==> config.mk <==
export PLATFORM = sky130hd
export DESIGN_NAME = tkema_energy
export DESIGN_NICKNAME = d
export VERILOG_FILES = /design/src/rtl/core/tkema_pkg.sv /design/src/rtl/core/tkema_energy.sv
export SDC_FILE = /design/constraint.sdc
export NUM_CORES = 2
export LEC_CHECK = 0
export BUFFER_PORTS_ARGS = -buffer_cell sky130_fd_sc_hd__buf_2
export CELL_PAD_IN_SITES_DETAIL_PLACEMENT = 0
export CELL_PAD_IN_SITES_GLOBAL_PLACEMENT = 1
export CORE_MARGIN = 2
export CORE_UTILIZATION = 45
export DETAILED_ROUTE_END_ITERATION = 6
export GPL_TIMING_DRIVEN = 0
export HOLD_SLACK_MARGIN = 0.05
export MAX_ROUTING_LAYER = met4
export PLACE_DENSITY = 0.76
export SLEW_MARGIN = 20
export SYNTH_ARGS = -nofsm -noshare
export SYNTH_HDL_FRONTEND = slang
export SYNTH_SLANG_ARGS = --single-unit
==> constraint.sdc <==
create_clock -name clk -period 14.1 [get_ports clk]
set_clock_uncertainty 0.05 [all_clocks]
set_input_delay 4.23 -clock clk [delete_from_list [all_inputs] [get_ports clk]]
set_output_delay 4.23 -clock clk [all_outputs]
set_load 0.01 [all_outputs]
==> src/rtl/core/tkema_pkg.sv <==
// ----------------------------------------------------------------------------
// tkema_pkg
// Shared widths and types of the Teager-Kaiser energy moving-average core.
// ----------------------------------------------------------------------------
`timescale 1ns / 1ps
`default_nettype none

package tkema_pkg;

  localparam int CH_W       = 4;   // channel tag width
  localparam int SAMPLE_W   = 16;  // converter sample
  localparam int ENERGY_W   = 32;  // one energy value
  localparam int SUM_W      = 36;  // window sum, wraps
  localparam int AVG_W      = 36;  // Q.4 average
  localparam int FRAC_W     = 4;   // fraction bits of the average
  localparam int NUM_W      = SUM_W + FRAC_W;  // dividend magnitude
  localparam int DIG_W      = 8;   // quotient bits per divider stage
  localparam int DIV_STAGES = NUM_W / DIG_W;
  localparam int CMP_W      = 7;   // wide enough to compare a tag with 64

  localparam int IN_TDATA_W  = 24;
  localparam int OUT_TDATA_W = 72;

  // Control of one word as it moves down the pipeline
  typedef struct packed {
    logic            vld;  // stage holds a word
    logic            inr;  // channel tag names a real channel
    logic [CH_W-1:0] ch;
  } item_ctl_t;

endpackage

`default_nettype wire

==> src/rtl/core/tkema_energy.sv <==
// ----------------------------------------------------------------------------
// tkema_energy
// Per-channel sample history RAM with write forwarding; forms the two
// energy products and the ring slot address of each word.
// ----------------------------------------------------------------------------
`timescale 1ns / 1ps
`default_nettype none

module tkema_energy #(
  parameter int CHANNELS   = 12,
  parameter int WINDOW_LEN = 15
) (
  input  wire logic                                  clk,
  input  wire logic                                  rst_n,
  input  wire logic                                  adv,
  input  wire logic                                  in_acc,
  input  wire logic [tkema_pkg::CH_W-1:0]            in_ch,
  input  wire logic signed [tkema_pkg::SAMPLE_W-1:0] in_x,
  output logic [$clog2(CHANNELS*WINDOW_LEN)-1:0]     rd_ring_addr,
  output logic [((CHANNELS > 1) ? $clog2(CHANNELS) : 1)-1:0] rd_ch,
  output tkema_pkg::item_ctl_t                       s2_ctl_r,
  output logic signed [tkema_pkg::ENERGY_W-1:0]      s2_pa_r,
  output logic signed [tkema_pkg::ENERGY_W-1:0]      s2_pb_r,
  output logic [$clog2(CHANNELS*WINDOW_LEN)-1:0]     s2_addr_r,
  output logic                                       s2_wrap_r,
  output logic                                       s2_seen_r
);

  localparam int CIDX_W = (CHANNELS > 1) ? $clog2(CHANNELS) : 1;
  localparam int POS_W  = $clog2(WINDOW_LEN);
  localparam int RA_W   = $clog2(CHANNELS * WINDOW_LEN);

  typedef struct packed {
    logic signed [tkema_pkg::SAMPLE_W-1:0] older;
    logic signed [tkema_pkg::SAMPLE_W-1:0] newer;
    logic [POS_W-1:0]                      pos;
    logic                                  wrap;  // ring filled once
  } chan_t;

  chan_t                mem_a [CHANNELS];
  logic [CHANNELS-1:0]  a_vld_r;

  tkema_pkg::item_ctl_t                  s1_ctl_r;
  logic signed [tkema_pkg::SAMPLE_W-1:0] s1_x_r;
  chan_t                                 a_rd_r;
  logic                                  s1_seen_r;

  logic                 lw_vld_r;
  logic [CIDX_W-1:0]    lw_ch_r;
  chan_t                lw_dat_r;

  logic [CIDX_W-1:0]    in_idx;
  logic                 in_inr;
  logic [CIDX_W-1:0]    s1_idx;
  logic                 hit;
  logic                 seen;
  logic                 last;
  logic                 wr;
  chan_t                cur;
  chan_t                a_nxt;
  logic signed [tkema_pkg::ENERGY_W-1:0] pa_nxt;
  logic signed [tkema_pkg::ENERGY_W-1:0] pb_nxt;

  assign in_idx = CIDX_W'(in_ch);
  assign in_inr = {{(tkema_pkg::CMP_W-tkema_pkg::CH_W){1'b0}}, in_ch}
                  < tkema_pkg::CMP_W'(CHANNELS);
  assign s1_idx = CIDX_W'(s1_ctl_r.ch);

  // previous word's write lands on the edge this word read: forward it
  assign hit  = lw_vld_r && (lw_ch_r == s1_idx);
  assign cur  = hit ? lw_dat_r : (s1_seen_r ? a_rd_r : '0);
  assign seen = hit || s1_seen_r;
  assign last = (cur.pos == POS_W'(WINDOW_LEN - 1));

  always_comb begin
    a_nxt.older = cur.newer;
    a_nxt.newer = s1_x_r;
    a_nxt.pos   = last ? '0 : cur.pos + 1'b1;
    a_nxt.wrap  = cur.wrap | last;
  end

  assign wr     = adv && s1_ctl_r.vld && s1_ctl_r.inr;
  assign pa_nxt = $signed(cur.newer) * $signed(cur.newer);
  assign pb_nxt = $signed(cur.older) * $signed(s1_x_r);

  assign rd_ring_addr = RA_W'(s1_idx) * RA_W'(WINDOW_LEN) + RA_W'(cur.pos);
  assign rd_ch        = s1_idx;

  always_ff @(posedge clk) begin
    if (adv) begin
      a_rd_r <= mem_a[in_idx];
    end
    if (wr) begin
      mem_a[s1_idx] <= a_nxt;
    end
  end

  always_ff @(posedge clk) begin
    if (!rst_n) begin
      a_vld_r  <= '0;
      lw_vld_r <= 1'b0;
      s1_ctl_r <= '0;
      s2_ctl_r <= '0;
    end else if (adv) begin
      s1_ctl_r <= '{vld: in_acc, inr: in_inr, ch: in_ch};
      s2_ctl_r <= s1_ctl_r;
      if (wr) begin
        a_vld_r[s1_idx] <= 1'b1;
        lw_vld_r        <= 1'b1;
      end
    end
  end

  always_ff @(posedge clk) begin
    if (adv) begin
      s1_x_r    <= in_x;
      s1_seen_r <= a_vld_r[in_idx];
      s2_pa_r   <= pa_nxt;
      s2_pb_r   <= pb_nxt;
      s2_addr_r <= rd_ring_addr;
      s2_wrap_r <= cur.wrap;
      s2_seen_r <= seen;
    end
    if (wr) begin
      lw_ch_r  <= s1_idx;
      lw_dat_r <= a_nxt;
    end
  end

endmodule

`default_nettype wire

== After elaboration in Yosys (flattened, before gate mapping) ==
Memories as Yosys holds them, arrays and structs flattened. A register that Yosys moved wholly into a read port is not among the register bits.
Index checks and enable logic that the tools add are counted.
Word-level totals
  flip-flop bits (word level): 157
  bits in writable memories: 444
  bits of input ports: 24
  output and inout bits: 92
  word-level logic and storage cells: 49
  memories kept: 1
Operators by class
  add/sub/neg operators: 2
  multipliers: 3
  $lt $le $gt $ge: 4
  eq/ne operators: 2
  mux-type cells: 9
  bitwise gates (word level): 2
  reductions and logical operators: 6
Memory list
  mem_a: depth 12, bits a word 37, read ports 1, clocked after memory_dff 1, wr ports 1, line tkema_energy.sv:40  | chan_t mem_a [CHANNELS];
Operators by type and width (number)
  $mux W37: 2
  $mul A16 B16 Y32: 2
  $or A12 B12 Y12: 1
  $lt A4 B5 Y1 const B: 2
  $add A8 B4 Y8: 1
  $mul A4 B4 Y8 const B: 1
  $add A4 B1 Y4 const B: 1
  $bmux W1 S4: 1
  $demux W1 S4: 1
  $eq A4 B4 Y1: 1
  $eq A4 B4 Y1 const B: 1
  $ge A4 B1 Y1 const B: 1
  $logic_and A1 B1 Y1: 4
  $lt A4 B4 Y1 const B: 1
  $mux W1: 4
  $mux W4: 1
  $reduce_and A2 Y1: 1
  $logic_or A1 B1 Y1: 1
  $or A1 B1 Y1: 1

== Depth between registers and ports, before layout ==
  word-level depth: 5
  mapped depth: 33
  depth with buffers taken out: 30

== Worst setup path after synthesis ==
No wires, ideal clock.
  kind: register -> output
  start: reg s1_ctl_r (netlist bit rd_ch[2])
  end: out rd_ring_addr[7]
  data arrival time: 3519 ps
  data required time: 9820 ps
  slack: 6301 ps
  cell stages (with the launch flop): 16
  buffers on the path: 2
  path through: dfxtp_1 xor2_1 nor3_1 and3_1 buf_2 clkbuf_1 o21a_1 inv_1 ha_1 ha_1 fa_1 a21o_1 a21oi_1 o21bai_1 a21oi_1 xnor2_1
On the way
  word-level cells in the longest chain between the ends: 4
  elaborated cells between the ends (all ways): 5
  those cells by class: add/sub: 1; mul: 1; eq/ne: 1; mux: 1; reduce/logical: 1
Ends and longest elaborated chain
  start, declared: line tkema_energy.sv:43  | tkema_pkg::item_ctl_t s1_ctl_r;
  start signal, assigned: line tkema_energy.sv:105  | s1_ctl_r <= '{vld: in_acc, inr: in_inr, ch: in_ch};
  branches (longest 3 deep; another with $mul A4 B4 Y8)
  $add A8 B4 Y8 *: line tkema_energy.sv:86  | assign rd_ring_addr = RA_W'(s1_idx) * RA_W'(WINDOW_LEN) + RA_W'(cur.pos);
  end, declared: line tkema_energy.sv:19  | output logic [$clog2(CHANNELS*WINDOW_LEN)-1:0] rd_ring_addr,
Mark *: on every way between the ends.

==> results.json <==
{
  "drc": 0,
  "row_count": 112,
  "grt_pass1_vias": 26000,
  "drt_iter0_drc": 1813,
  "max-vdd-ir-drop_v": 0.0000996,
  "critPathMaxStageDelay_ps": 890,
  "cts-root-buf": "clkbuf_16",
  "critPathCaptureType": "register",
  "regArea_sq_um": 18900,
  "clk_latency_ps": 640,
  "period_share_pct": 70.3,
  "grt_max_degree": 66,
  "synth_seq_cells": 637,
  "totalWireLength_um": 100000,
  "num_vias": 24300,
  "layout-drive-gt1-share_pct": 11.6,
  "synthFlopType": "edfxtp_1",
  "syn_inst": 3207,
  "fp.dieH_um": 311,
  "syn_area_per_cell_sq_um": 13.3,
  "path_max_fanout": 22,
  "path_clk_slew_ps": 60,
  "ios": 116,
  "ys_async_sr_fraction_pct": 0,
  "hold_viol_final": 0,
  "area_growth_pct": 10.9,
  "fin_tns_setup_ps": 0,
  "outcome": "completed",
  "design_area_sq_um": 47200,
  "rsz0062_at_grt": "no",
  "cap_violations": 0,
  "hold_ws_ps": 414,
  "yosys-top-cells-area": "edfxtp_1 43%, fa_1 24%, mux4_2 6.0%",
  "rrSetupSlack_ps": 4190,
  "critPathKind": "reg2reg",
  "wl_per_cell_um": 21.3,
  "globalplace.congestion": 0.845,
  "cts_buffers": 70,
  "cts_tree": "done",
  "yosys.area.top_type": "edfxtp_1",
  "synth_edf_count": 612,
  "final-max-slew-violation-count": 0,
  "antenna_left": 0,
  "slew_headroom_pct": 25.8,
  "clock_sinks": 637,
  "synth_top_area_share_pct": 43.2,
  "dpl.hpwl_um": 72000,
  "antenna_found_initial": 3,
  "cts_resized": 0,
  "dpl_cell_area_sq_um": 44800,
  "h-tree-depth": 3,
  "dieArea_sq_um": 97000,
  "max-clock-path-buffers": 3,
  "synth.yosys.seq_area_share_pct": 44.4,
  "total_power_mw": 5.91,
  "post_cts_buffers": 0,
  "ctsHoldBuffers": 0,
  "core_region_area_sq_um": 93500,
  "multi_input_area_sq_um": 20900,
  "port_buffers": 111,
  "crit_path_start_kind": "register",
  "p_leak_nw": 20.1,
  "syn_nets": 3923,
  "p_per_area_nw_per_um2": 125,
  "grt_pass1_wl_um": 157000,
  "tightestPinTransition_ps": 1110,
  "synth.cell_area_sq_um": 42500,
  "required_ps": 14420,
  "setup_viol": 0,
  "vias_per_cell": 5.16,
  "crit_top_cell": "fa_1",
  "max_freq_mhz": 101,
  "start_util_pct": 45.5,
  "grt_overflow": 0,
  "cp_slowest_cell": "clkbuf_1",
  "synth_warnings": 0,
  "grtUsageTotal_pct": 22.1,
  "nets": 4116,
  "die_w_um": 311,
  "cp.arrival_ps": 10230,
  "dr.pass1.iters": 5,
  "hold_path_class": "reg2reg",
  "period_minus_slack_ps": 9910,
  "n_fill_cell": 8048,
  "synth.distinct_cells": 62
}
==> placed cells by master (no fill, tap or decap), types with 5 or more instances in the layout <==
master,count
inv_1,621
edfxtp_1,612
fa_1,503
nand2_1,325
ha_1,189
buf_2,127
mux4_2,114
and2_1,110
clkbuf_1,91
nor2_1,87
clkbuf_16,70
xnor2_1,62
o21ai_0,54
a21oi_1,52
mux2i_1,51
o21a_1,33
a21o_1,31
nand3_1,30
xor2_1,28
nor2b_1,28
dfxtp_1,25
clkinv_1,18
o21bai_1,12
o21ai_1,11
nand2b_1,11
nor3_1,10
buf_1,10
and3_1,9
and3_4,9
a211oi_1,8
clkinv_2,8
clkbuf_2,7
a31oi_1,6
buf_4,6
bufinv_16,6
nand4_1,5
or2_2,5
clkinv_4,5
==> cells by family after synthesis <==
logic type | share of synthesized area, %
other cells | 0.00882
simple gates | 6.93
flops | 44.4
xor+xnor | 1.85
mux | 7.24
compound gates | 3.69
fa+ha+maj | 29.2
buf+inv | 6.67
==> layer usage <==
layer	wire length, um	up-vias	GRT usage (%)	part of all wire, %
li1	-	11000	-	-
met1	43900	12500	30.2	44
met2	47000	705	34.0	47
met3	6840	158	3.99	6.8
met4	2740	0	6.55	2.7
met5	0	-	-	0
==> final timing paths <==
kind / from / end / cells after the start
max: rd_ch[2] / s2_pa_r[29] / 28
min: a_vld_r[9] / a_vld_r[9] / 1
max reg2reg: rd_ch[2] / s2_pa_r[29] / 28
min reg2reg: a_vld_r[9] / a_vld_r[9] / 1
==> Yosys cell counts (3+ instances only) <==
library cell and n:
inv_1 621, xor2_1 28, and3_1 21, nand3_1 30, nor2_1 87, dfxtp_1 25
o21ai_1 10, clkinv_1 5, or2_2 5, nand2b_1 11, a211oi_1 8, a21oi_1 52
ha_1 189, xnor2_1 62, a31o_2 3, o211ai_1 3, nor3_1 10, a31oi_1 6
clkbuf_1 84, buf_2 17, and2_1 110, mux4_2 114, o21ai_0 56, nand4_1 5
buf_4 5, buf_1 12, o21bai_1 12, o21a_1 33, nor2b_1 28, mux2i_1 51
a21o_1 31, fa_1 503, nand2_1 325, edfxtp_1 612
==> through the flow <==
step | cells | utilization, % | setup WS (ps)
after floorplan | 3207 | - | 6300
after global placement | 4572 | 47.8 | 2110
after CTS | 4704 | 50.4 | 4140
after global routing | 4709 | 50.5 | 3690
final | 4709 | 50.5 | 4190
after detailed placement | 4578 | 48.0 | 4170
==> power breakdown <==
part / internal, mW / leakage, nW / switching (mW)
Sequential: 2.23 / 5.88 / 0.0446
Clock: 1.04 / 1.11 / 0.786
Combinational: 0.748 / 13.1 / 1.07
Total: 4.01 / 20.1 / 1.90
==> area by class of cell <==
| cell class | instances | share of cell area (%) |
|---|---|---|
| tap | 1254 | 3.33 |
| clock inverter | 43 | 1.02 |
| timing repair buffer | 121 | 1.54 |
| clock buffer | 83 | 3.82 |
| inverter | 627 | 4.99 |
| multi-input combinational | 1825 | 44.2 |
| antenna | 1 | 0.00530 |
| buffer | 118 | 1.05 |
| sequential | 637 | 40.0 |
==> sequential cells by signal (all words and copies together) (netlist names) <==
signal     count
s2_pa_r       31
lw_dat_r      37
lw_ch_r        4
s1_seen_r      1
s2_addr_r      8
mem_a        444
a_vld_r       12
s2_seen_r      1
s2_ctl_r       6
s2_pb_r       32
s1_x_r        16
s1_ctl_r       2
a_rd_r        37
s2_wrap_r      1
lw_vld_r       1
rd_ch          4
==> critical path: cells and delay by family (launching register included) <==
| family | cells | cell delay, ps |
|---|---|---|
| XOR/XNOR | 2 | 210 |
| buffers and inverters | 6 | 1540 |
| AO/OA/AOI/OAI | 8 | 2590 |
| adder cells (fa/ha/maj) | 7 | 3480 |
| AND/OR/NAND/NOR | 5 | 1090 |
| flip-flops | 1 | 660 |
Note: power is estimated with default switching activity, not from simulation.
