--- config.mk ---
export PLATFORM = sky130hd
export DESIGN_NAME = tkema_avg_div
export DESIGN_NICKNAME = d
export VERILOG_FILES = /design/src/rtl/core/tkema_pkg.sv /design/src/rtl/core/tkema_avg_div.sv
export SDC_FILE = /design/constraint.sdc
export NUM_CORES = 1
export LEC_CHECK = 0
export BUFFER_PORTS_ARGS = -buffer_cell sky130_fd_sc_hd__buf_4
export CAP_MARGIN = 20
export CORE_MARGIN = 8
export CORE_UTILIZATION = 35
export CTS_CLUSTER_DIAMETER = 40
export DETAILED_ROUTE_END_ITERATION = 7
export PLACE_DENSITY = 0.58
export SLEW_MARGIN = 30
export SYNTH_ARGS = -nofsm -noshare
export SYNTH_HDL_FRONTEND = slang
export SYNTH_SLANG_ARGS = --single-unit
export TNS_END_PERCENT = 5
--- constraint.sdc ---
create_clock -name clk -period 7.1 [get_ports clk]
set_input_delay 1.065 -clock clk [delete_from_list [all_inputs] [get_ports clk]]
set_output_delay 1.065 -clock clk [all_outputs]
set_load 0.01 [all_outputs]
--- src/rtl/core/tkema_pkg.sv ---
// ----------------------------------------------------------------------------
// tkema_pkg
// Shared widths and types of the Teager-Kaiser energy moving-average core.
// ----------------------------------------------------------------------------
`timescale 1ns / 1ps
`default_nettype none

package tkema_pkg;

  localparam int CH_W       = 4;   // channel tag width
  localparam int SAMPLE_W   = 16;  // converter sample
  localparam int ENERGY_W   = 32;  // one energy value
  localparam int SUM_W      = 36;  // window sum, wraps
  localparam int AVG_W      = 36;  // Q.4 average
  localparam int FRAC_W     = 4;   // fraction bits of the average
  localparam int NUM_W      = SUM_W + FRAC_W;  // dividend magnitude
  localparam int DIG_W      = 8;   // quotient bits per divider stage
  localparam int DIV_STAGES = NUM_W / DIG_W;
  localparam int CMP_W      = 7;   // wide enough to compare a tag with 64

  localparam int IN_TDATA_W  = 24;
  localparam int OUT_TDATA_W = 72;

  // Control of one word as it moves down the pipeline
  typedef struct packed {
    logic            vld;  // stage holds a word
    logic            inr;  // channel tag names a real channel
    logic [CH_W-1:0] ch;
  } item_ctl_t;

endpackage

`default_nettype wire

--- src/rtl/core/tkema_avg_div.sv ---
// ----------------------------------------------------------------------------
// tkema_avg_div
// Pipelined divide of sum*16 by the window length, truncated toward zero.
// Sign-magnitude, restoring, eight quotient bits per stage.
// ----------------------------------------------------------------------------
`timescale 1ns / 1ps
`default_nettype none

module tkema_avg_div #(
  parameter int WINDOW_LEN = 15
) (
  input  wire logic                                  clk,
  input  wire logic                                  rst_n,
  input  wire logic                                  adv,
  input  wire tkema_pkg::item_ctl_t                  in_ctl,
  input  wire logic signed [tkema_pkg::ENERGY_W-1:0] in_energy,
  input  wire logic signed [tkema_pkg::SUM_W-1:0]    in_sum,
  output tkema_pkg::item_ctl_t                       out_ctl,
  output logic signed [tkema_pkg::ENERGY_W-1:0]      out_energy,
  output logic signed [tkema_pkg::AVG_W-1:0]         out_avg
);

  localparam int REM_W = $clog2(WINDOW_LEN);
  localparam int NS    = tkema_pkg::DIV_STAGES;
  localparam logic [REM_W:0] WIN_C = (REM_W + 1)'(WINDOW_LEN);

  tkema_pkg::item_ctl_t                  ctl_r  [NS];
  logic                                  neg_r  [NS];
  logic [REM_W-1:0]                      rem_r  [NS];
  logic [tkema_pkg::NUM_W-1:0]           work_r [NS];
  logic signed [tkema_pkg::ENERGY_W-1:0] en_r   [NS];

  logic [tkema_pkg::SUM_W-1:0]           mag;
  logic [tkema_pkg::NUM_W-1:0]           num;
  logic [tkema_pkg::NUM_W-1:0]           q_s;

  // one digit group: shift dividend bits into the remainder, quotient
  // bits shift into the low end of the same word
  function automatic logic [REM_W+tkema_pkg::NUM_W-1:0] div_step(
    input logic [REM_W-1:0]            rem_i,
    input logic [tkema_pkg::NUM_W-1:0] work_i
  );
    logic [REM_W:0]              t;
    logic [REM_W-1:0]            r;
    logic [tkema_pkg::NUM_W-1:0] w;
    r = rem_i;
    w = work_i;
    for (int i = 0; i < tkema_pkg::DIG_W; i++) begin
      t = {r, w[tkema_pkg::NUM_W-1]};
      w = {w[tkema_pkg::NUM_W-2:0], 1'b0};
      if (t >= WIN_C) begin
        t    = t - WIN_C;
        w[0] = 1'b1;
      end
      r = t[REM_W-1:0];
    end
    return {r, w};
  endfunction

  assign mag = in_sum[tkema_pkg::SUM_W-1] ? tkema_pkg::SUM_W'(-in_sum) : in_sum;
  assign num = {mag, {tkema_pkg::FRAC_W{1'b0}}};

  always_ff @(posedge clk) begin
    if (!rst_n) begin
      for (int s = 0; s < NS; s++) begin
        ctl_r[s] <= '0;
      end
    end else if (adv) begin
      ctl_r[0] <= in_ctl;
      for (int s = 1; s < NS; s++) begin
        ctl_r[s] <= ctl_r[s-1];
      end
    end
  end

  always_ff @(posedge clk) begin
    if (adv) begin
      {rem_r[0], work_r[0]} <= div_step('0, num);
      neg_r[0]              <= in_sum[tkema_pkg::SUM_W-1];
      en_r[0]               <= in_energy;
      for (int s = 1; s < NS; s++) begin
        {rem_r[s], work_r[s]} <= div_step(rem_r[s-1], work_r[s-1]);
        neg_r[s]              <= neg_r[s-1];
        en_r[s]               <= en_r[s-1];
      end
    end
  end

  assign q_s        = neg_r[NS-1] ? (~work_r[NS-1] + 1'b1) : work_r[NS-1];
  assign out_ctl    = ctl_r[NS-1];
  assign out_energy = en_r[NS-1];
  assign out_avg    = q_s[tkema_pkg::AVG_W-1:0];

endmodule

`default_nettype wire

# Word level (Yosys, flattened, before mapping)
# Memory sizes are Yosys's and may differ from the RTL's.
# Index checks and enable logic that the tools add are counted.
dict set report word_totals {
  regBits 184
  ram_bits 195
  input_bits 77
  wordCells 210
  n_memories 3
}
dict set report classes {
  addsub 38
  order_cmp 37
  n_mux 117
  bitwise_logic 6
}
# memory words word_bits rd rd_clocked_by_memory_dff wr line_no
set memory_table {}
lappend memory_table {en_r 5 32 5 0 5 tkema_avg_div.sv:31} ;# logic signed [tkema_pkg::ENERGY_W-1:0] en_r [NS];
lappend memory_table {ctl_r 5 6 5 0 5 tkema_avg_div.sv:27} ;# tkema_pkg::item_ctl_t ctl_r [NS];
lappend memory_table {neg_r 5 1 5 0 5 tkema_avg_div.sv:28} ;# logic neg_r [NS];
# operator count
set op_table {}
lappend op_table {{4-bit two-way mux} 68}
lappend op_table {{5-bit by 4-bit greater-or-equal comparator with 1-bit output, second input constant} 36}
lappend op_table {{4-bit subtractor, second input constant} 36}
lappend op_table {{36-bit two-way mux} 2}
lappend op_table {{1-bit two-way mux} 42}
lappend op_table {{36-bit by 1-bit adder with 36-bit output, second input constant} 1}
lappend op_table {{36-bit negation} 1}
lappend op_table {{36-bit inverter} 1}
lappend op_table {{6-bit two-way mux} 5}
lappend op_table {{1-bit OR} 5}
lappend op_table {{4-bit greater-or-equal comparator, second input constant} 1}

# Longest topological paths before layout
# Gate-level depths: netlist of the first run.
dict set report depth {
  ltp_word 23
  ltp_mapped 38
}

# Worst setup path before layout of the first run
# OpenSTA, ideal clock, no wires.
dict set report synth_timing {
  kind {reg2reg}
  from {register rem_r[8] (netlist name)}
  to {register rem_r[5] (netlist name) (data pin)}
  setup_time_ns 0.266
  arrival_time_ns 7.018
  slack_ns -0.184
  path_stages_with_launch 39
  path_cell_list {edfxtp_1 > ha_1 > o211a_1 > o22ai_1 > ha_1 > a21o_1 > nand2_1 > mux2i_1 > nand2_1 > nand2_1 > xor2_1 > ha_1 > or3_1 > o21ai_0 > mux2i_1 > or2_2 > inv_1 > ha_1 > [3 not listed] > ha_1 > inv_1 > o311ai_2 > o2bb2ai_1 > ha_1 > nor2_1 > nor2_1 > o221ai_1 > o221ai_1 > a221oi_1 > or3_1 > nand3_1 > inv_1 > ha_1 > inv_1 > o21ai_0 > o22ai_1 > o22ai_1}
}
dict set report synth_via {
  elab_chain_cells 23
  word_cells_on_any_way 31
  classes_between {add/sub: 8; order compare: 8; mux: 15}
}
# item line_no
set synth_lines {}
lappend synth_lines {{start: declaration} tkema_avg_div.sv:29} ;# logic [REM_W-1:0] rem_r [NS];
lappend synth_lines {{start signal: indexed assignment} tkema_avg_div.sv:82} ;# {rem_r[s], work_r[s]} <= div_step(rem_r[s-1], work_r[s-1]);
lappend synth_lines {{4-bit subtractor / 5-bit by 4-bit greater-or-equal comparator with 1-bit output (equally long branches)} {tkema_avg_div.sv:52, tkema_avg_div.sv:51}}
lappend synth_lines {{4-bit two-way mux *} tkema_avg_div.sv:51} ;# if (t >= WIN_C) begin
lappend synth_lines {{4-bit two-way mux *} tkema_avg_div.sv:77} ;# if (adv) begin
lappend synth_lines {{4-bit subtractor / 5-bit by 4-bit greater-or-equal comparator with 1-bit output (equally long branches)} {tkema_avg_div.sv:52, tkema_avg_div.sv:51}}
lappend synth_lines {{4-bit two-way mux *} tkema_avg_div.sv:51}
lappend synth_lines {{4-bit two-way mux *} tkema_avg_div.sv:77}
lappend synth_lines {{4-bit subtractor / 5-bit by 4-bit greater-or-equal comparator with 1-bit output (equally long branches)} {tkema_avg_div.sv:52, tkema_avg_div.sv:51}}
lappend synth_lines {{4-bit two-way mux *} tkema_avg_div.sv:51}
lappend synth_lines {{[7 not listed]} --}
lappend synth_lines {{4-bit subtractor / 5-bit by 4-bit greater-or-equal comparator with 1-bit output (equally long branches)} {tkema_avg_div.sv:52, tkema_avg_div.sv:51}}
lappend synth_lines {{4-bit two-way mux *} tkema_avg_div.sv:51}
lappend synth_lines {{4-bit two-way mux *} tkema_avg_div.sv:77}
lappend synth_lines {{5-bit by 4-bit greater-or-equal comparator with 1-bit output / 4-bit subtractor (equally long branches)} {tkema_avg_div.sv:51, tkema_avg_div.sv:52}}
lappend synth_lines {{4-bit two-way mux *} tkema_avg_div.sv:51}
lappend synth_lines {{4-bit two-way mux *} tkema_avg_div.sv:77}
lappend synth_lines {{4-bit subtractor / 5-bit by 4-bit greater-or-equal comparator with 1-bit output (equally long branches)} {tkema_avg_div.sv:52, tkema_avg_div.sv:51}}
lappend synth_lines {{4-bit two-way mux *} tkema_avg_div.sv:51}
# Mark *: on every way between the ends. The rest lies on a longest branch, timed or not. The select of a mux whose other input is x is not followed.
# A chain may end at the register's enable or synchronous reset.

# Final worst setup path of the first run
# Ends and elaborated chain as after synthesis.

==> results.py, run 1 <==
metrics = {
    "min_path": {
        "min_path_cells": 0,
        "worstHoldPathType": "flip-flop to flip-flop",
    },
    "power_and_ir_drop": {
        "power.density_nw_per_um2": 549,
        "p_leak_nw": 8.49,
        "switchingPower_mw": 5.00,
        "pwr-share-clk": 0.209,
        "internal-power_mw": 7.53,
        "p_total_mw": 12.5,
        "irDropWorstVdd_mv": 0.249,
        "sw_frac_of_total": 0.399,
        "p_seq_frac": 0.256,
        "p_comb_frac": 0.535,
    },
    "logic_synthesis": {
        "yosysUniqueCellTypes": 101,
        "synth_top_family_by_area": "compound AO/OA/AOI/OAI gates",
        "syn_nets": 1573,
        "synthSimpleGateAreaFrac": 0.118,
        "synth_compound_area_frac": 0.149,
        "ys_seq_area_frac": 0.601,
        "syn_area_um2": 18700,
        "synth_mux_area_frac": 0.0333,
        "synth_cells": 1461,
        "ys.flop_type": "edfxtp_1",
        "synth_xor_xnor_area_share": 0.0388,
        "synth-edff-count": 375,
        "postSynth.asyncResetShare": 0,
        "avgSynthCellArea_um2": 12.8,
        "synthAdderAreaFrac": 0.0234,
        "yosysWarnings": 0,
        "synth-seq-cells": 375,
    },
    "critical_path": {
        "cp_max_fo": 7,
        "reg2reg_depth": 38,
        "critPathLaunchType": "flip-flop",
        "crit_arrival_ns": 7.10,
        "cpMostUsedCell": "ha_2",
        "cpPeakStageDelay_ns": 0.43,
        "worst_path_max_delay_cell": "edfxtp_1",
        "cp.required_ns": 7.43,
        "worstSetupPathType": "flip-flop to flip-flop",
        "crit_path_end_kind": "flip-flop",
    },
    "timing": {
        "fmax_mhz": 148,
        "relSlewSlack": 0.353,
        "skew_ns": 0.0193,
        "hold_slack_ns": 0.397,
        "finalSetupViolCount": 0,
        "period_needed_ns": 6.78,
        "finalCritPeriodShare": 0.955,
        "tightestPinTransition_ns": 0.970,
        "hold_violations": 0,
        "rsz0062_at_grt": "yes",
        "finalWorstSetupSlack_ns": 0.321,
        "drv_slew": 0,
    },
    "global_route": {
        "grt_pass1_vias": 11800,
        "track_usage": 0.122,
        "antenna_found_initial": 0,
        "grt_first_pass_wirelength_mm": 61.1,
        "gr-total-overflow": 0,
        "grt_max_degree": 170,
    },
    "clocking": {
        "cts.sinks": 375,
        "cts_root_buf": "clkbuf_16",
        "cts_tree": "done",
        "cts-htree-levels": 2,
        "clk_latency_ns": 0.59,
        "cts_made_buffers": 55,
        "cts_max_path_buffers": 3,
        "clk_pin_slew_ns": 0.06,
    },
    "final_layout": {
        "antenna_cells": 0,
        "syn2layout_area_growth_pct": 21.9,
        "drive_above_1_share": 0.249,
        "final_common_cell": "edfxtp_1",
        "final_nets": 1763,
        "most-common-layout-cells": "375 x edfxtp_1, 214 x buf_4, 101 x nand2_1",
    },
    "routing": {
        "via_per_inst": 5.15,
        "ant_nets": 0,
        "wirelength_mm": 39.1,
        "dr.pass1.iters": 5,
        "avgRoutedWirePerCell_um": 16.4,
        "drt-initial-drc-count": 838,
        "vias": 12300,
        "drc_errors": 0,
    },
    "die": {
        "fp-row-count": 84,
        "core_um2": 52800,
        "die_width_um": 247,
        "die_h_um": 247,
        "initial_core_util": 0.355,
        "die-area_um2": 61200,
        "ioPinCount": 151,
    },
    "placement": {
        "dp_hpwl_mm": 26.9,
        "pre_cts_ws_ns": -0.248,
        "portBuffers": 150,
        "gp_congestion": 0.795,
    },
    "job": {
        "max-cap-violations": 0,
    },
    "outcome": {
        "status": "completed",
    },
}
## critical path, delay by kind of cell, from the launching register on
family	cells	cell delay [ns]
DFF	1	0.43
buffers and inverters	5	0.42
muxes	1	0.17
and+or+nand+nor	11	1.77
AOI/OAI and AO/OA	13	2.16
xor gates and xnor gates	1	0.08
adders and majority gates	7	1.51
## worst paths after layout
kind	from	endpoint	slack, ns
max	rem_r[8]	rem_r[5]	0.32
min reg2reg	work_r[123]	work_r[91]	0.40
max reg2reg	rem_r[8]	rem_r[5]	0.32
min	work_r[123]	work_r[91]	0.40
## metal layers
| layer | vias to the layer above | routed length, um | GRT usage |
|---|---|---|---|
| li1 | 6035 | - | - |
| met1 | 5855 | 17300 | 0.157 |
| met2 | 307 | 18100 | 0.196 |
| met3 | 75 | 2690 | 0.0364 |
| met4 | 0 | 1080 | 0.0411 |
| met5 | - | 0 | 0 |
## synth_stat cells, types with 7 or more instances
cell / instances / area (um2)
xor2_1: 13 / 114
a21o_1: 18 / 135
mux2_2: 18 / 203
a31oi_1: 13 / 81.3
mux2i_1: 34 / 340
o221ai_1: 7 / 61.3
clkbuf_1: 24 / 90.1
or2_1: 8 / 50.1
xnor2_1: 68 / 596
nand2_1: 103 / 387
o22ai_1: 13 / 81.3
a22oi_1: 7 / 52.6
buf_4: 39 / 293
o31ai_1: 25 / 188
o21ai_0: 65 / 325
or4_1: 11 / 82.6
nor2_1: 55 / 206
edfxtp_1: 375 / 11300
nand4_1: 12 / 75.1
a21oi_1: 48 / 240
o211a_1: 12 / 120
inv_1: 49 / 184
nor2b_1: 18 / 113
ha_1: 35 / 438
o21bai_1: 8 / 60.1
a211oi_1: 7 / 52.6
nand2b_1: 28 / 175
o21ai_1: 11 / 55.1
nor3_1: 22 / 110
a22o_1: 7 / 61.3
or2_2: 11 / 68.8
o211ai_1: 17 / 128
buf_2: 17 / 85.1
nand3_1: 34 / 170
o21a_1: 8 / 60.1
or3_1: 26 / 163
and2_1: 16 / 100
and3_1: 36 / 225
## cell type report
type	instances	area (um2)
Fill cell	4864	29900
Sequential cell	375	11300
Multi-Input combinational cell	954	7050
Timing Repair Buffer	216	1640
Clock buffer	60	1400
Tap cell	688	861
Clock inverter	42	428
Inverter	49	184
## timing repair
item / 4_1_cts / 5_1_grt
setup endpoints to repair: 6 / 15
gates cloned: 0 / 0
pin swaps: 4 / 15
buffers inserted: 2 / 15
gates resized for setup: 4 / 46
hold buffers: 0 / 0
## power groups by stage
stage / clock network (mW) / logic [mW] / registers, mW
after floorplan: 0 / 4.73 / 3.15
after global placement: 0 / 6.05 / 3.24
after detailed placement: 0 / 6.18 / 3.25
after CTS: 2.70 / 6.26 / 3.21
after global routing: 2.80 / 7.39 / 3.25
final: 2.61 / 6.70 / 3.21
## state kept, by name (all words and copies together), names as in the netlist
signal	count
ctl_r	30
neg_r	5
work_r	164
rem_r	16
en_r	160
## logic make-up after synthesis
logic type / count (synthesis)
AO/OA/AOI/OAI: 367
XOR/XNOR: 82
adder cells (fa/ha/maj): 35
buffers and inverters: 132
flip-flops: 375
multiplexers: 58
AND/OR/NAND/NOR: 412
## stage by stage
stage / instances / setup TNS, ns / util / cell area, um2
after CTS: 2369 / 0 / 0.426 / 22500
after floorplan: 1461 / 0 / - / 18800
after detailed placement: 2265 / -0.693 / 0.391 / 20600
after global placement: 2265 / -0.137 / 0.391 / 20600
final: 2384 / 0 / 0.433 / 22800
after global routing: 2384 / -0.229 / 0.433 / 22800
(Power assumes the default switching activity.)
==> run 2: changes to the inputs <==
Settings changed: CORE_UTILIZATION 35 to 55, PLACE_DENSITY 0.58 to 0.82.
==> run 2 against run 1 <==
Clock-buffer cell count decreased by 10. Fmax is 2.8% lower. Clock skew shrank 0.0021 ns. Via count rose by 0.70%. Sequential share of layout area up 1.3 points. Critical path type unchanged.
==> results.py, run 2 (synthesized netlist as in run 1, its figures left out) <==
metrics = {
    "outcome": {
        "status": "completed",
    },
    "power_and_ir_drop": {
        "irDropWorstVdd_mv": 0.347,
        "p_total_mw": 12.4,
        "p_leak_nw": 8.34,
        "internal-power_mw": 7.40,
        "power.density_nw_per_um2": 558,
        "p_seq_frac": 0.259,
        "p_comb_frac": 0.553,
        "sw_frac_of_total": 0.403,
        "pwr-share-clk": 0.187,
        "switchingPower_mw": 5.00,
    },
    "clocking": {
        "cts-htree-levels": 2,
        "cts_tree": "done",
        "clk_pin_slew_ns": 0.06,
        "hold_buffers": 0,
        "cts_made_buffers": 46,
        "cts_root_buf": "clkbuf_16",
        "cts.sinks": 375,
        "clk_latency_ns": 0.55,
        "cts_max_path_buffers": 3,
    },
    "final_layout": {
        "largest_register_ffs": 164,
        "syn2layout_area_growth_pct": 18.8,
        "most-common-layout-cells": "375 x edfxtp_1, 206 x buf_4, 101 x nand2_1",
        "drive_above_1_share": 0.243,
        "antenna_cells": 0,
        "final_common_cell": "edfxtp_1",
        "fin_cells": 2118,
        "final_nets": 1747,
    },
    "timing": {
        "finalCritPeriodShare": 0.982,
        "fin_tns_setup_ns": 0,
        "relSlewSlack": 0.342,
        "drv_slew": 0,
        "tightestPinTransition_ns": 0.987,
        "finalSetupViolCount": 0,
        "fmax_mhz": 143,
        "rsz0062_at_grt": "yes",
        "skew_ns": 0.0172,
        "period_needed_ns": 6.97,
        "hold_violations": 0,
    },
    "global_route": {
        "track_usage": 0.174,
        "grt_max_degree": 196,
        "gr-total-overflow": 0,
        "antenna_found_initial": 0,
        "grt_pass1_vias": 11700,
        "grt_first_pass_wirelength_mm": 58.4,
    },
    "critical_path": {
        "rr_startpoint": "work_r[119]",
        "worst_path_max_delay_cell": "or4_1",
        "critPathLaunchType": "flip-flop",
        "cp.required_ns": 7.39,
        "worstSetupPathType": "flip-flop to flip-flop",
        "cpPeakStageDelay_ns": 0.57,
        "crit_arrival_ns": 7.26,
        "cpMostUsedCell": "ha_2",
        "crit_path_end_kind": "flip-flop",
        "crit_start": "work_r[119]",
        "crit_family": "simple AND/OR/NAND/NOR gates",
        "critPathBufInv": 3,
        "cp_max_fo": 6,
    },
    "routing": {
        "drt-initial-drc-count": 869,
        "via_per_inst": 5.83,
        "dr.pass1.iters": 5,
        "ant_nets": 0,
        "drc_errors": 0,
        "wirelength_mm": 37.3,
        "vias": 12400,
        "avgRoutedWirePerCell_um": 17.6,
    },
    "job": {
        "max-cap-violations": 0,
    },
    "placement": {
        "gp_congestion": 0.879,
        "portBuffers": 150,
        "dpl.cell_count": 2016,
        "dp_hpwl_mm": 25.4,
    },
    "die": {
        "ioPinCount": 151,
        "die-area_um2": 40200,
        "die_width_um": 201,
        "core_um2": 33500,
        "fp-row-count": 67,
        "die_h_um": 201,
        "initial_core_util": 0.558,
    },
    "min_path": {
        "hp-start": "work_r[98]",
        "worstHoldPathType": "flip-flop to flip-flop",
    },
}
run 2: changes by cell type in the layout (fill, tap and decap cells not counted), moves of 3 or more:
cell        before  now
o21ai_1         15   12
buf_4          214  206
clkbuf_16       55   47
clkinvlp_4       8    3
run 2: layer usage:
layer	GRT usage	vias up	routed length [um]
li1	-	6008	-
met1	0.219	5893	15900
met3	0.0337	78	2170
met5	0	-	0
met2	0.297	379	18300
met4	0.0581	0	923
run 2: power groups by stage:
stage / logic, mW / registers (mW) / clock network [mW]
after detailed placement: 6.18 / 3.25 / 0
after CTS: 6.27 / 3.21 / 2.38
after global routing: 7.46 / 3.25 / 2.46
final: 6.86 / 3.22 / 2.32
after floorplan: 4.73 / 3.15 / 0
after global placement: 5.94 / 3.22 / 0
run 2: path summary, 6_finish.rpt:
check,to,cells past startpoint,slack [ns]
hold reg to reg,work_r[66],0,0.40
setup / recovery,rem_r[7],32,0.13
setup reg to reg,rem_r[7],32,0.13
hold / removal,work_r[66],0,0.40
run 2: layout make-up:
cell class / count / area, um2
Multi-Input combinational cell: 954 / 7080
Sequential cell: 375 / 11300
Clock buffer: 50 / 1190
Inverter: 49 / 184
Clock inverter: 33 / 367
Fill cell: 2407 / 11300
Tap cell: 448 / 561
Timing Repair Buffer: 209 / 1590
run 2: per-stage QoR:
stage	worst slack (ns)	hold WS (ns)	instance area [um2]	utilization
floorplan	0.0367	0.400	18800	-
global placement	0.229	0.400	20300	0.604
detailed placement	-0.153	0.405	20300	0.604
CTS	0.0195	0.403	21900	0.652
global route	-0.152	0.418	22200	0.663
finish	0.128	0.403	22200	0.663
run 2: what timing repair did:
item | 4_1_cts | 5_1_grt
pin swaps | 3 | 20
setup endpoints to repair | 5 | 16
setup buffers | 1 | 18
gates resized for setup | 7 | 47
cloned | 0 | 0
==> run 3: changes to the inputs <==
Settings changed: BUFFER_PORTS_ARGS -buffer_cell sky130_fd_sc_hd__buf_4 to -buffer_cell sky130_fd_sc_hd__buf_2.
==> run 3 against run 2 <==
Setup slack better by 0.18 ns. Flip-flop and latch count stayed put. Sequential share of layout area is 0.47 points higher. Clock-buffer cell count is 3 higher. Global-route usage is 0.15 points higher. Routed wire length is 0.88% higher. Critical path depth stayed put.
==> results.py, run 3 (synthesized netlist as in run 1, its figures left out) <==
metrics = {
    "critical_path": {
        "rr_startpoint": "work_r[119]",
        "crit_path_end_kind": "flip-flop",
        "timing.rr.end": "rem_r[7]",
        "cpPeakStageDelay_ns": 0.56,
        "cp.required_ns": 7.38,
        "r2r_setup_slack_ns": 0.31,
        "crit_arrival_ns": 7.08,
        "worstSetupPathType": "flip-flop to flip-flop",
        "reg2reg_depth": 32,
        "cp_max_fo": 7,
        "worst_path_max_delay_cell": "or4_4",
        "critPathLaunchType": "flip-flop",
        "cpMostUsedCell": "ha_2",
    },
    "clocking": {
        "cts_tree": "done",
        "cts_root_buf": "clkbuf_16",
        "cts_max_path_buffers": 3,
        "cts-htree-levels": 2,
        "clk_pin_slew_ns": 0.06,
        "clk_latency_ns": 0.54,
        "cts.sinks": 375,
        "cts_made_buffers": 46,
        "hold_buffers": 0,
    },
    "min_path": {
        "min_path_cells": 0,
        "holdPathEnd": "work_r[32]",
        "worstHoldPathType": "flip-flop to flip-flop",
        "hp-start": "work_r[64]",
    },
    "timing": {
        "period_needed_ns": 6.79,
        "finalCritPeriodShare": 0.957,
        "finalSetupViolCount": 0,
        "relSlewSlack": 0.446,
        "hold_slack_ns": 0.409,
        "hold_violations": 0,
        "tightestPinTransition_ns": 0.819,
        "skew_ns": 0.0204,
        "drv_slew": 0,
        "fmax_mhz": 147,
    },
    "global_route": {
        "grtUsageMet2": 0.305,
        "grt_use_met3": 0.0332,
        "grt_first_pass_wirelength_mm": 59.1,
        "gr-total-overflow": 0,
        "met1_usage": 0.215,
        "antenna_found_initial": 1,
        "grt_max_degree": 164,
        "grt_pass1_vias": 12000,
        "track_usage": 0.175,
        "top_usage_layer": "met2",
    },
    "placement": {
        "portBuffers": 150,
        "dp_hpwl_mm": 25.3,
        "dpl.cell_count": 2015,
        "gp_congestion": 0.904,
    },
    "routing": {
        "vias": 12500,
        "avgRoutedWirePerCell_um": 17.7,
        "dr.pass1.iters": 8,
        "via_per_inst": 5.88,
        "wirelength_mm": 37.6,
        "ant_nets": 0,
        "drc_errors": 0,
        "drt-initial-drc-count": 913,
    },
    "die": {
        "die_width_um": 201,
        "ioPinCount": 151,
        "core_um2": 33500,
        "fp-row-count": 67,
        "die_h_um": 201,
        "die-area_um2": 40200,
        "initial_core_util": 0.558,
    },
    "final_layout": {
        "fin_cells": 2121,
        "final_common_cell": "edfxtp_1",
        "most-common-layout-cells": "375 x edfxtp_1, 149 x buf_2, 101 x nand2_1",
        "multi_input_area_um2": 7160,
        "final_nets": 1750,
        "regArea_um2": 11300,
        "fillerInstances": 2377,
        "drive_above_1_share": 0.249,
        "largest_register_ffs": 164,
        "syn2layout_area_growth_pct": 17.7,
    },
    "outcome": {
        "status": "completed",
    },
    "job": {
        "max-cap-violations": 0,
    },
}
-- run 3: cell count changes in the layout (fill, tap and decap cells not counted), sizes merged --
cell      before  now
buf          209  212
bufinv         4    7
clkbuf        50   53
clkinv        15    9
clkinvlp       3    1
diode          0    1
inv           60   61
-- run 3: area by class of cell --
class / instances / area share
Timing Repair Buffer: 212 / 0.0566
Sequential cell: 375 / 0.511
Antenna cell: 1 / 0.000114
Clock buffer: 53 / 0.0544
Clock inverter: 29 / 0.0189
Tap cell: 448 / 0.0254
Multi-Input combinational cell: 954 / 0.325
Inverter: 49 / 0.00835
-- run 3: repair_timing --
action,4_1_cts,5_1_grt
resized for setup,12,60
gates cloned,0,0
pin swaps,5,27
setup buffers,5,18
endpoints found under the setup margin,10,17
-- run 3: per-stage QoR --
stage          setup TNS, ns  instance area [um2]  setup slack [ns]   util
2_1_floorplan              0                18800            0.0367      -
4_1_cts              -0.0117                21600           -0.0117  0.644
3_5_place_dp          -0.426                19900            -0.193  0.593
6_report                   0                22000             0.305  0.657
5_1_grt               -0.276                22000            -0.120  0.657
3_3_place_gp               0                19900             0.216  0.593
-- run 3: metal layers --
layer	wire length, um	part of all wire
met1	15700	0.42
met2	18600	0.49
met3	2310	0.061
met4	995	0.026
met5	0	0
-- run 3: worst max-delay path: cells and delay by family, from the launching register on --
kind	cells	cell delay [ns]
simple gates	10	2.32
compound gates	10	1.58
mux	2	0.45
xor+xnor	1	0.09
fa+ha+maj	6	1.36
buf+inv	3	0.29
flops	1	0.43
-- run 3: worst max path at each step --
| stage | start | to | slack (ns) | depth (start not counted) |
|---|---|---|---|---|
| 2_1_floorplan | rem_r[8] | rem_r[5] | 0.04 | 37 |
| 3_3_place_gp | rem_r[16] | rem_r[13] | 0.22 | 28 |
| 3_5_place_dp | rem_r[16] | rem_r[13] | -0.19 | 30 |
| 4_1_cts | rem_r[12] | rem_r[9] | -0.01 | 31 |
| 5_1_grt | rem_r[12] | rem_r[9] | -0.12 | 34 |
| 6_report | work_r[119] | rem_r[7] | 0.31 | 32 |
Power of run 3 is left out: the tool's default activity adds up to more than one toggle a clock period on the data nets, which glitch-free logic cannot reach.
